### src/rtl/core/swfr_pkg.sv
// Shared types and constants of the serial word frame receiver.
// No dependencies; every other file of the block uses this package.
`default_nettype none

package swfr_pkg;

	// frame verdict carried with each word
	typedef enum logic [2:0] {
		STATUS_IN_FRAME  = 3'd0,
		STATUS_OK        = 3'd1,
		STATUS_ADDR_BAD  = 3'd2,
		STATUS_SUM_BAD   = 3'd3,
		STATUS_LEN_BAD   = 3'd4
	} status_t;

	// input command codes
	localparam logic CMD_BYTE = 1'b0;
	localparam logic CMD_TICK = 1'b1;

	// header bytes that open a frame
	localparam logic [7:0] HDR_A = 8'h99;
	localparam logic [7:0] HDR_B = 8'h13;
	localparam logic [7:0] HDR_C = 8'h14;

	// smallest accepted value of the length word
	localparam logic [15:0] MIN_LEN = 16'd3;

	// configuration register indexes
	localparam logic REG_BOARD_ID = 1'b0;
	localparam logic REG_TIMEOUT  = 1'b1;

	// one result item
	typedef struct packed {
		logic [15:0] word_value;
		logic [6:0]  word_index;
		logic        frame_end;
		status_t     status;
	} out_item_t;

	// configuration seen by the frame logic
	typedef struct packed {
		logic [15:0] board_id;
		logic [15:0] timeout_ticks;
	} cfg_t;

	function automatic logic is_header(input logic [7:0] b);
		is_header = (b == HDR_A) || (b == HDR_B) || (b == HDR_C);
	endfunction

endpackage

`default_nettype wire

### src/rtl/core/swfr_cfg.sv
// APB-style configuration registers: board id and timeout.
// Depends on swfr_pkg.
`default_nettype none

module swfr_cfg (
	input  wire                 clk,
	input  wire                 arst_n,
	input  wire                 psel,
	input  wire                 penable,
	input  wire                 pwrite,
	input  wire  [2:0]          paddr,
	input  wire  [31:0]         pwdata,
	output logic [31:0]         prdata,
	output swfr_pkg::cfg_t      cfg
);

	logic        wr_en;
	logic        reg_sel;
	logic [15:0] board_id_q;
	logic [15:0] timeout_q;

	assign wr_en   = psel & penable & pwrite;
	// registers sit on 4-byte steps; low address bits ignored
	assign reg_sel = paddr[2];

	always_ff @(posedge clk or negedge arst_n) begin
		if (!arst_n) begin
			board_id_q <= 16'd0;
			timeout_q  <= 16'd1;
		end else if (wr_en) begin
			unique case (reg_sel)
				swfr_pkg::REG_BOARD_ID: board_id_q <= pwdata[15:0];
				swfr_pkg::REG_TIMEOUT:  timeout_q  <= pwdata[15:0];
				default: ;
			endcase
		end
	end

	always_comb begin
		unique case (reg_sel)
			swfr_pkg::REG_BOARD_ID: prdata = {16'd0, board_id_q};
			swfr_pkg::REG_TIMEOUT:  prdata = {16'd0, timeout_q};
			default:                prdata = 32'd0;
		endcase
	end

	assign cfg.board_id      = board_id_q;
	assign cfg.timeout_ticks = timeout_q;

endmodule

`default_nettype wire

### src/rtl/core/swfr_frame.sv
// Frame state: header hunt, word pairing, length check, sum and verdict, timeout.
// Depends on swfr_pkg.
`default_nettype none

module swfr_frame #(
	parameter int MAX_WORDS = 128
) (
	input  wire                    clk,
	input  wire                    arst_n,
	input  wire                    take,
	input  wire                    cmd,
	input  wire  [7:0]             byte_value,
	input  swfr_pkg::cfg_t         cfg,
	output logic                   res_valid,
	output swfr_pkg::out_item_t    res
);

	localparam logic [16:0] MaxWordsW = 17'(MAX_WORDS);

	logic        hunting_q, timed_out_q, addr_match_q, timer_run_q;
	logic [8:0]  byte_cnt_q;
	logic [7:0]  high_byte_q, frame_words_q;
	logic [15:0] sum_q, idle_q;

	logic        hunting_d, timed_out_d, addr_match_d, timer_run_d;
	logic [8:0]  byte_cnt_d;
	logic [7:0]  high_byte_d, frame_words_d;
	logic [15:0] sum_d, idle_d;

	logic        hunt_now, open_frame;
	logic [8:0]  cnt_base;
	logic [7:0]  fw_base, idx;
	logic [15:0] sum_base, word, idle_inc;
	logic        am_base;

	assign word     = {high_byte_q, byte_value};
	assign hunt_now = hunting_q | timed_out_q;
	assign open_frame = hunt_now & swfr_pkg::is_header(byte_value);
	assign cnt_base = open_frame ? 9'd0 : byte_cnt_q;
	assign fw_base  = open_frame ? 8'd0 : frame_words_q;
	assign sum_base = open_frame ? 16'd0 : sum_q;
	assign am_base  = open_frame ? 1'b0 : addr_match_q;
	assign idx      = cnt_base[8:1];
	assign idle_inc = (idle_q == 16'hFFFF) ? idle_q : idle_q + 16'd1;

	always_comb begin
		hunting_d     = hunting_q;
		timed_out_d   = timed_out_q;
		addr_match_d  = addr_match_q;
		timer_run_d   = timer_run_q;
		byte_cnt_d    = byte_cnt_q;
		high_byte_d   = high_byte_q;
		frame_words_d = frame_words_q;
		sum_d         = sum_q;
		idle_d        = idle_q;
		res_valid     = 1'b0;
		res.word_value = word;
		res.word_index = idx[6:0];
		res.frame_end  = 1'b0;
		res.status     = swfr_pkg::STATUS_IN_FRAME;

		if (cmd == swfr_pkg::CMD_TICK) begin
			if (timer_run_q) begin
				idle_d = idle_inc;
				// a zero limit behaves as one, since the count is at least one here
				if (idle_inc >= cfg.timeout_ticks) begin
					timer_run_d = 1'b0;
					timed_out_d = 1'b1;
				end
			end
		end else begin
			idle_d      = 16'd0;
			timer_run_d = 1'b1;
			timed_out_d = 1'b0;
			hunting_d   = hunt_now;
			if (!hunt_now || open_frame) begin
				hunting_d     = 1'b0;
				byte_cnt_d    = cnt_base + 9'd1;
				frame_words_d = fw_base;
				sum_d         = sum_base;
				addr_match_d  = am_base;
				if (!cnt_base[0]) begin
					high_byte_d = byte_value;
				end else begin
					res_valid = 1'b1;
					priority if (idx == 8'd1 &&
							({1'b0, word} >= MaxWordsW || word < swfr_pkg::MIN_LEN)) begin
						hunting_d     = 1'b1;
						res.frame_end = 1'b1;
						res.status    = swfr_pkg::STATUS_LEN_BAD;
					end else if (idx == 8'd1) begin
						// the length word is never the last word
						frame_words_d = word[7:0];
						sum_d         = sum_base + word;
					end else if (fw_base != 8'd0 && idx == fw_base) begin
						hunting_d     = 1'b1;
						timer_run_d   = 1'b0;
						res.frame_end = 1'b1;
						if (!am_base)
							res.status = swfr_pkg::STATUS_ADDR_BAD;
						else if (sum_base != word)
							res.status = swfr_pkg::STATUS_SUM_BAD;
						else
							res.status = swfr_pkg::STATUS_OK;
					end else begin
						if (idx == 8'd2)
							addr_match_d = (word == cfg.board_id);
						sum_d = sum_base + word;
					end
				end
			end
		end
	end

	always_ff @(posedge clk or negedge arst_n) begin
		if (!arst_n) begin
			hunting_q     <= 1'b1;
			timed_out_q   <= 1'b0;
			addr_match_q  <= 1'b0;
			timer_run_q   <= 1'b0;
			byte_cnt_q    <= 9'd0;
			high_byte_q   <= 8'd0;
			frame_words_q <= 8'd0;
			sum_q         <= 16'd0;
			idle_q        <= 16'd0;
		end else if (take) begin
			hunting_q     <= hunting_d;
			timed_out_q   <= timed_out_d;
			addr_match_q  <= addr_match_d;
			timer_run_q   <= timer_run_d;
			byte_cnt_q    <= byte_cnt_d;
			high_byte_q   <= high_byte_d;
			frame_words_q <= frame_words_d;
			sum_q         <= sum_d;
			idle_q        <= idle_d;
		end
	end

endmodule

`default_nettype wire

### src/rtl/core/swfr_out_buf.sv
// Output register with a skid stage, so the input side keeps moving while one result waits.
// Depends on swfr_pkg.
`default_nettype none

module swfr_out_buf (
	input  wire                    clk,
	input  wire                    arst_n,
	input  wire                    push,
	input  swfr_pkg::out_item_t    push_item,
	output logic                   can_push,
	output logic                   out_valid,
	input  wire                    out_ready,
	output swfr_pkg::out_item_t    out_item
);

	logic                 out_valid_q, skid_valid_q;
	swfr_pkg::out_item_t  out_q, skid_q;
	logic                 pop;

	assign pop       = out_valid_q & out_ready;
	assign can_push  = ~skid_valid_q;
	assign out_valid = out_valid_q;
	assign out_item  = out_q;

	always_ff @(posedge clk or negedge arst_n) begin
		if (!arst_n) begin
			out_valid_q  <= 1'b0;
			skid_valid_q <= 1'b0;
		end else if (skid_valid_q) begin
			if (pop) begin
				skid_valid_q <= 1'b0;
			end
		end else if (push) begin
			if (!out_valid_q || pop)
				out_valid_q <= 1'b1;
			else
				skid_valid_q <= 1'b1;
		end else if (pop) begin
			out_valid_q <= 1'b0;
		end
	end

	always_ff @(posedge clk) begin
		if (skid_valid_q) begin
			if (pop)
				out_q <= skid_q;
		end else if (push) begin
			if (!out_valid_q || pop)
				out_q <= push_item;
			else
				skid_q <= push_item;
		end
	end

endmodule

`default_nettype wire

### src/rtl/core/serial_word_frame_receiver_unit.sv
// Serial word frame receiver: top level joining registers, frame logic and output buffer.
// Depends on swfr_pkg, swfr_cfg, swfr_frame and swfr_out_buf.
//
// Usage
//   Input channel (in_valid/in_ready): one item is either a received byte
//   (cmd = 0, byte_value) or one elapsed timer tick (cmd = 1).
//   Output channel (out_valid/out_ready): one item per completed word of a
//   frame, with its index, a frame_end flag and the verdict in status.
//   Headers 0x99, 0x13 or 0x14 open a frame; word 1 is the length L and
//   word L carries the verdict against board id and 16-bit word sum.
//   Configuration: APB-style port, board_id at byte 0, timeout_ticks at 4.
// Rate
//   One item is taken every cycle while in_ready is high; the frame state
//   updates in one pass of logic between the accepted item and the result
//   register, which holds the result of the item that completes the word.
// Stall
//   A two-entry output stage (register plus skid) keeps in_ready high while
//   one result waits; in_ready drops only when both entries hold results.
// Reset
//   arst_n clears all state: hunting for a header, timer stopped, output
//   empty, board_id 0 and timeout_ticks 1.
`default_nettype none

module serial_word_frame_receiver_unit #(
	parameter int MAX_WORDS = 128
) (
	input  wire          clk,
	input  wire          arst_n,
	// input items
	input  wire          in_valid,
	output logic         in_ready,
	input  wire          cmd,
	input  wire  [7:0]   byte_value,
	// result items
	output logic         out_valid,
	input  wire          out_ready,
	output logic [15:0]  word_value,
	output logic [6:0]   word_index,
	output logic         frame_end,
	output logic [2:0]   status,
	// configuration
	input  wire          psel,
	input  wire          penable,
	input  wire          pwrite,
	input  wire  [2:0]   paddr,
	input  wire  [31:0]  pwdata,
	output logic [31:0]  prdata,
	output logic         pready
);

	swfr_pkg::cfg_t       cfg;
	swfr_pkg::out_item_t  res, out_item;
	logic                 res_valid, take, can_push;

	// no wait states on the register port
	assign pready = 1'b1;

	swfr_cfg u_cfg (
		.clk     (clk),
		.arst_n  (arst_n),
		.psel    (psel),
		.penable (penable),
		.pwrite  (pwrite),
		.paddr   (paddr),
		.pwdata  (pwdata),
		.prdata  (prdata),
		.cfg     (cfg)
	);

	// advance the frame state on every accepted item
	assign in_ready = can_push;
	assign take     = in_valid & can_push;

	swfr_frame #(
		.MAX_WORDS (MAX_WORDS)
	) u_frame (
		.clk        (clk),
		.arst_n     (arst_n),
		.take       (take),
		.cmd        (cmd),
		.byte_value (byte_value),
		.cfg        (cfg),
		.res_valid  (res_valid),
		.res        (res)
	);

	// hold results here while the receiver stalls
	swfr_out_buf u_out (
		.clk       (clk),
		.arst_n    (arst_n),
		.push      (take & res_valid),
		.push_item (res),
		.can_push  (can_push),
		.out_valid (out_valid),
		.out_ready (out_ready),
		.out_item  (out_item)
	);

	assign word_value = out_item.word_value;
	assign word_index = out_item.word_index;
	assign frame_end  = out_item.frame_end;
	assign status     = 3'(out_item.status);

endmodule

`default_nettype wire

### config.mk
export PLATFORM = sky130hd
export DESIGN_NAME = serial_word_frame_receiver_unit
export DESIGN_NICKNAME = d
export VERILOG_FILES = /design/src/rtl/core/swfr_pkg.sv /design/src/rtl/core/swfr_cfg.sv /design/src/rtl/core/swfr_frame.sv /design/src/rtl/core/swfr_out_buf.sv /design/src/rtl/core/serial_word_frame_receiver_unit.sv
export SDC_FILE = /design/constraint.sdc
export NUM_CORES = 1
export LEC_CHECK = 0
export ABC_AREA = 0
export BUFFER_PORTS_ARGS = -buffer_cell sky130_fd_sc_hd__buf_2
export CORE_MARGIN = 2
export CORE_UTILIZATION = 50
export DETAILED_ROUTE_END_ITERATION = 10
export PLACE_DENSITY = 0.71
export SYNTH_ARGS = -nofsm -noshare
export SYNTH_HDL_FRONTEND = slang
export SYNTH_SLANG_ARGS = --single-unit
### constraint.sdc
create_clock -name clk -period 8.9 [get_ports clk]
set_input_delay 2.225 -clock clk [delete_from_list [all_inputs] [get_ports clk]]
set_output_delay 2.225 -clock clk [all_outputs]
set_load 0.05 [all_outputs]
After elaboration in Yosys (flattened, before gate mapping)
Index checks and enable logic that the tools add are counted.

word-level totals
  flip-flop bits (word level) = 149
  bits of input ports = 51
  logic and storage cells = 133

operators by class
  add/sub/neg operators = 3
  order comparisons = 3
  equal/unequal tests = 13
  mux-type cells = 58
  bitwise gates (word level) = 12
  reductions and logical operators = 23

operators with widths
  cell                     count
  $mux W16                 8
  $mux W27                 4
  $pmux W32 S2             1
  $mux W1                  32
  $mux W8                  4
  $mux W4                  6
  $add A16 B1 Y16 const B  1
  $add A16 B16 Y16         1
  $eq A16 B16 Y1           1
  $eq A16 B16 Y1 const B   1
  $eq A8 B5 Y1 const B     2
  $ge A16 B16 Y1           1
  $ge A16 B8 Y1 const B    1
  $lt A16 B2 Y1 const B    1
  $ne A16 B16 Y1           1
  $reduce_and A3 Y1        5
  $add A9 B1 Y9 const B    1
  $mux W9                  1
  $eq A8 B1 Y1 const B     1
  $eq A8 B2 Y1 const B     1
  $eq A8 B8 Y1             1
  $eq A8 B8 Y1 const B     1
  $reduce_and A2 Y1        4
  $reduce_bool A8 Y1       1
  other kinds (12)         31

Logic depth before layout (Yosys ltp)
  depth after elaboration = 17
  mapped depth = 17
  mapped depth without buffers = 13

By module
Synthesis repeated with hierarchy kept, for this count alone.

second synthesis, totals
  cell total of the unflattened synthesis = 726
  area, all modules = 8306.7 um^2

modules (own cells, without submodules)
  module                           instances  cells each  area an instance (um^2)  sequential area each (um^2)
  swfr_frame                       1          523         4639.4                   1527.7
  swfr_out_buf                     1          96          2055.7                   1671.6
  swfr_cfg                         1          103         1587.8                   802.0
  serial_word_frame_receiver_unit  1          4           23.8                     0.0

Worst setup path before layout
OpenSTA, ideal clock, no wires.

  path type = input to output
  start = input paddr[2]
  end = output prdata[10]
  data arrival time = 3.357 ns
  slack = 3.318 ns
  stages = 3
  buffers on the path = 2
  cells stage by stage = clkbuf_1 -> buf_1 -> mux2_2

on the way
  longest elaborated chain between the ends = 2

RTL lines
  what                  RTL line                               text
  start, declared       serial_word_frame_receiver_unit.sv:45  input wire [2:0] paddr,
  $not A1 Y1 (no line)  -
  $pmux W32 S2 (*)      swfr_cfg.sv:40                         unique case (reg_sel)
  end, declared         serial_word_frame_receiver_unit.sv:47  output logic [31:0] prdata,

Mark *: on every way between the ends. The rest lies on a longest branch, timed or not. The select of a mux whose other input is x is not followed.

Worst setup path in the final report
  start = input byte_value[1]
  end = register u_frame.sum_q[15]

on the way
  longest elaborated chain between the ends = 11

RTL lines
  what                                                       RTL line                               text
  start, declared                                            serial_word_frame_receiver_unit.sv:33  input wire [7:0] byte_value,
  branches (longest 11 deep; another with $add A16 B16 Y16)  -
  end signal, assigned                                       swfr_frame.sv:134                      sum_q <= sum_d;
  end, declared                                              swfr_frame.sv:23                       logic [15:0] sum_q, idle_q;

Several ways; the timed one is not identified.
A chain may end at the register's enable or synchronous reset.

==> flow_metrics.tcl <==
set metrics [dict create \
    rsz0062_at_grt "false" \
    placementRows 47 \
    worstMarginPinSlew_ps 895.5 \
    yosys.area_share.xor_xnor_pct 5.170 \
    synth_most_common_cell "dfrtp_1" \
    synthesis.area_mm2 0.008302 \
    ant_nets 0 \
    post_synth_mux_area_share_pct 11.41 \
    power.total_w 0.002300 \
    peakVddDrop_uv 139.7 \
    synth_commonest_cells "dfrtp_1, mux2_2, edfxtp_1" \
    final_cells 1034 \
    skew_ps 5.273 \
    place.gp.congestion 0.8802 \
    drt_first_iter_violations 502 \
    final_layout_size_suffix_gt1_share_pct 27.27 \
    run_status "finished, final reports clean" \
    synth_sequential_area_ratio_pct 48.20 \
    syn_avg_cell_area_um2 11.42 \
    yosysWarnings 0 \
    worst-endpoint-required_ps 9190 \
    cp_data_arrival_time_ps 5730 \
    first_global_vias 5916 \
    cts.sink_count 149 \
    synthesis.instances 727 \
    finalNetCount 886 \
    synth_top_area_share_pct 28.03 \
    grt_usage_pct 22.25 \
    route.detailed.wl_per_inst_um 17.96 \
    number_of_port_buffers 77 \
    crit_path_top_delay_cell "or4_4" \
    die_area_mm2 0.01765 \
    remaining_drc_errors 0 \
    ctsResizeCount 0 \
    async_flop_share_pct 63.76 \
    utilization_pct 56.94 \
    crit_fanout 26 \
    worstSetupPathType "input pin to register" \
    critical_path.startpoint_type "input pin" \
    synthDominantAreaCellType "dfrtp_1" \
    ctsLongestPathBuffers 2 \
    die_h_um 132.9 \
    slew_violations 0 \
    core_area_mm2 0.01641 \
    cp_cell_sequence "buf_2, nor4b_4, a211oi_2, or4_4, nand2_1, inv_1, ha_1, a211oi_1, o21a_1, o22ai_1, a311oi_1, mux2i_1, o211ai_1" \
    initial_core_util_pct 50.60 \
    grt_pass1_wl_um 30950 \
    max_cap_viol_count 0 \
    post-cts-setup-buffers 0 \
    ctsHoldBuffers 0 \
    grt_remaining_overflow 0 \
    clock_latency_ps 420 \
    antenna_cells_inserted 0 \
    drt-pass1-iter-count 5 \
    ioPinCount 113 \
    setup_viol 0 \
    hold_path_class "register to register" \
    leakage_power_figure_nw 3.997 \
    critical_path.endpoint_type "register" \
    grt_start_max_net_pins 52 \
    p_per_area_mw_per_mm2 246.2 \
    synth_simple_gate_area_share_pct 12.77 \
    hold_viol 0 \
    final_min_period_over_clock_period_pct 61.08 \
    top_flip_flop_cell_by_instance_count_after_synthesis "dfrtp_1" \
    synthesis_to_layout_area_growth_pct 12.52 \
    yosys.cell_types.count 70 \
    clock_root_buffer "clkbuf_16" \
    htree_num_levels 4 \
    cts_made_buffers 17 \
    maxClockFrequency_mhz 183.9 \
    postSynthRegisterBits 149 \
    hold_ws_ps 476.8 \
    critPathMaxStageDelay_ps 710 \
    drt_wl_total_um 18570 \
    clkTransAtPathRegs_ps 60 \
    number_of_enable_flip_flop_cells_after_synthesis 54 \
    placedCellCount 1002 \
    synth_top_family_by_area "simple AND/OR/NAND/NOR gates" \
    setup-tns-final_ps 0 \
    dr_total_vias 5919 \
    via_per_inst 5.724 \
    grt_antenna_before_repair 0 \
    dp_hpwl_um 13460 \
    netlist_top_cells_area "dfrtp_1, edfxtp_1, mux2_2" \
    die_width_um 132.9 \
    tritoncts_clock_tree "yes" \
    compound_gate_fraction_of_synth_area_pct 12.51 \
    worst_case_headroom_to_the_max_slew_limit_pct 40.12 \
    yosys.area_share.adder_pct 5.215 \
    finalCriticalPeriod_ps 5437 \
]
[critical path: cells and delay by family]
kind / cells / cell delay, ps
AOI/OAI and AO/OA: 6 / 1490
buffers and inverters: 2 / 260
adders and majority gates: 1 / 310
muxes: 1 / 240
and+or+nand+nor: 3 / 1190
[stage by stage]
| stage | instance area (µm²) | setup slack, ps |
|---|---|---|
| 6_report | 9341 | 3464 |
| 5_1_grt | 9341 | 3203 |
| 4_1_cts | 9341 | 3474 |
| 3_5_place_dp | 8793 | 3076 |
| 3_3_place_gp | 8793 | 3111 |
| 2_1_floorplan | 8358 | 3318 |
[final timing paths]
check	start	endpoint	slack, ps	cells past startpoint
worst max-delay path	byte_value[1]	u_frame.sum_q[15]	3460	13
worst min register to register	u_frame.sum_q[1]	u_frame.sum_q[1]	480	1
worst min-delay path	u_frame.sum_q[1]	u_frame.sum_q[1]	480	1
min in group asynchronous	arst_n	u_cfg.board_id_q[10]	1790	1
max in group asynchronous	arst_n	u_frame.idle_q[15]	6020	2
worst max register to register	u_frame.hunting_q	u_frame.sum_q[15]	5260	11
[cells in the final DEF (no fill, tap or decap), types with 8 or more instances in the layout]
cell type   n
dfrtp_1    93
mux2_2     81
buf_2      76
edfxtp_1   54
nand2_1    44
a21oi_1    40
xnor2_1    36
ha_1       33
o21ai_0    28
inv_1      27
nor2_1     26
a22o_1     24
and2_1     19
conb_1     17
clkbuf_16  17
nor4_1     13
xor2_1     13
nand3_1    12
nand4_1    12
nor3_1     10
o21a_1      8
and3_1      8
buf_4       8
[layout make-up]
type                            instances  area (µm²)
Timing Repair Buffer                   84       440.4
Clock buffer                           17       425.4
Clock inverter                         15       122.6
Inverter                               27       101.3
Sequential cell                       149        4001
Multi-Input combinational cell        522        3975
Fill cell                            1397        7066
Tap cell                              220       275.3
[sequential cells by signal, indices dropped and copies added, names as in the netlist]
name and count:
u_frame.frame_words_q 8, u_frame.addr_match_q 1, u_out.out_item 27, u_out.skid_valid_q 1, u_frame.idle_q 16, u_frame.byte_cnt_q 9
u_cfg.timeout_q 16, u_frame.timed_out_q 1, u_frame.high_byte_q 8, u_cfg.board_id_q 16, u_frame.hunting_q 1, u_out.skid_q 27
u_frame.sum_q 16, u_frame.timer_run_q 1, u_out.out_valid 1
[power breakdown]
group	leakage, nW	switching [W]	internal (W)
clock	0.258	0.000305	0.000363
sequential	1.70	0.000117	0.000815
combinational	2.04	0.000390	0.000311
total	4.00	0.000811	0.00149
[per-layer routing]
layer / GRT usage, % / wire [µm] / vias to the layer above
li1: - / - / 2802
met2: 35.58 / 8839 / 169
met1: 30.96 / 8608 / 2929
met5: 0 / 0 / -
met4: 6.750 / 221 / 0
met3: 4.215 / 905 / 19
[kinds of logic (layout without fill, tap and decap cells)]
kind of cell / Yosys count / in the layout
other cells: 2 / 17
simple gates: 184 / 184
mux: 84 / 84
xor+xnor: 49 / 49
compound gates: 154 / 154
fa+ha+maj: 34 / 34
flops: 149 / 149
buf+inv: 71 / 143
(Power assumes the default switching activity.)
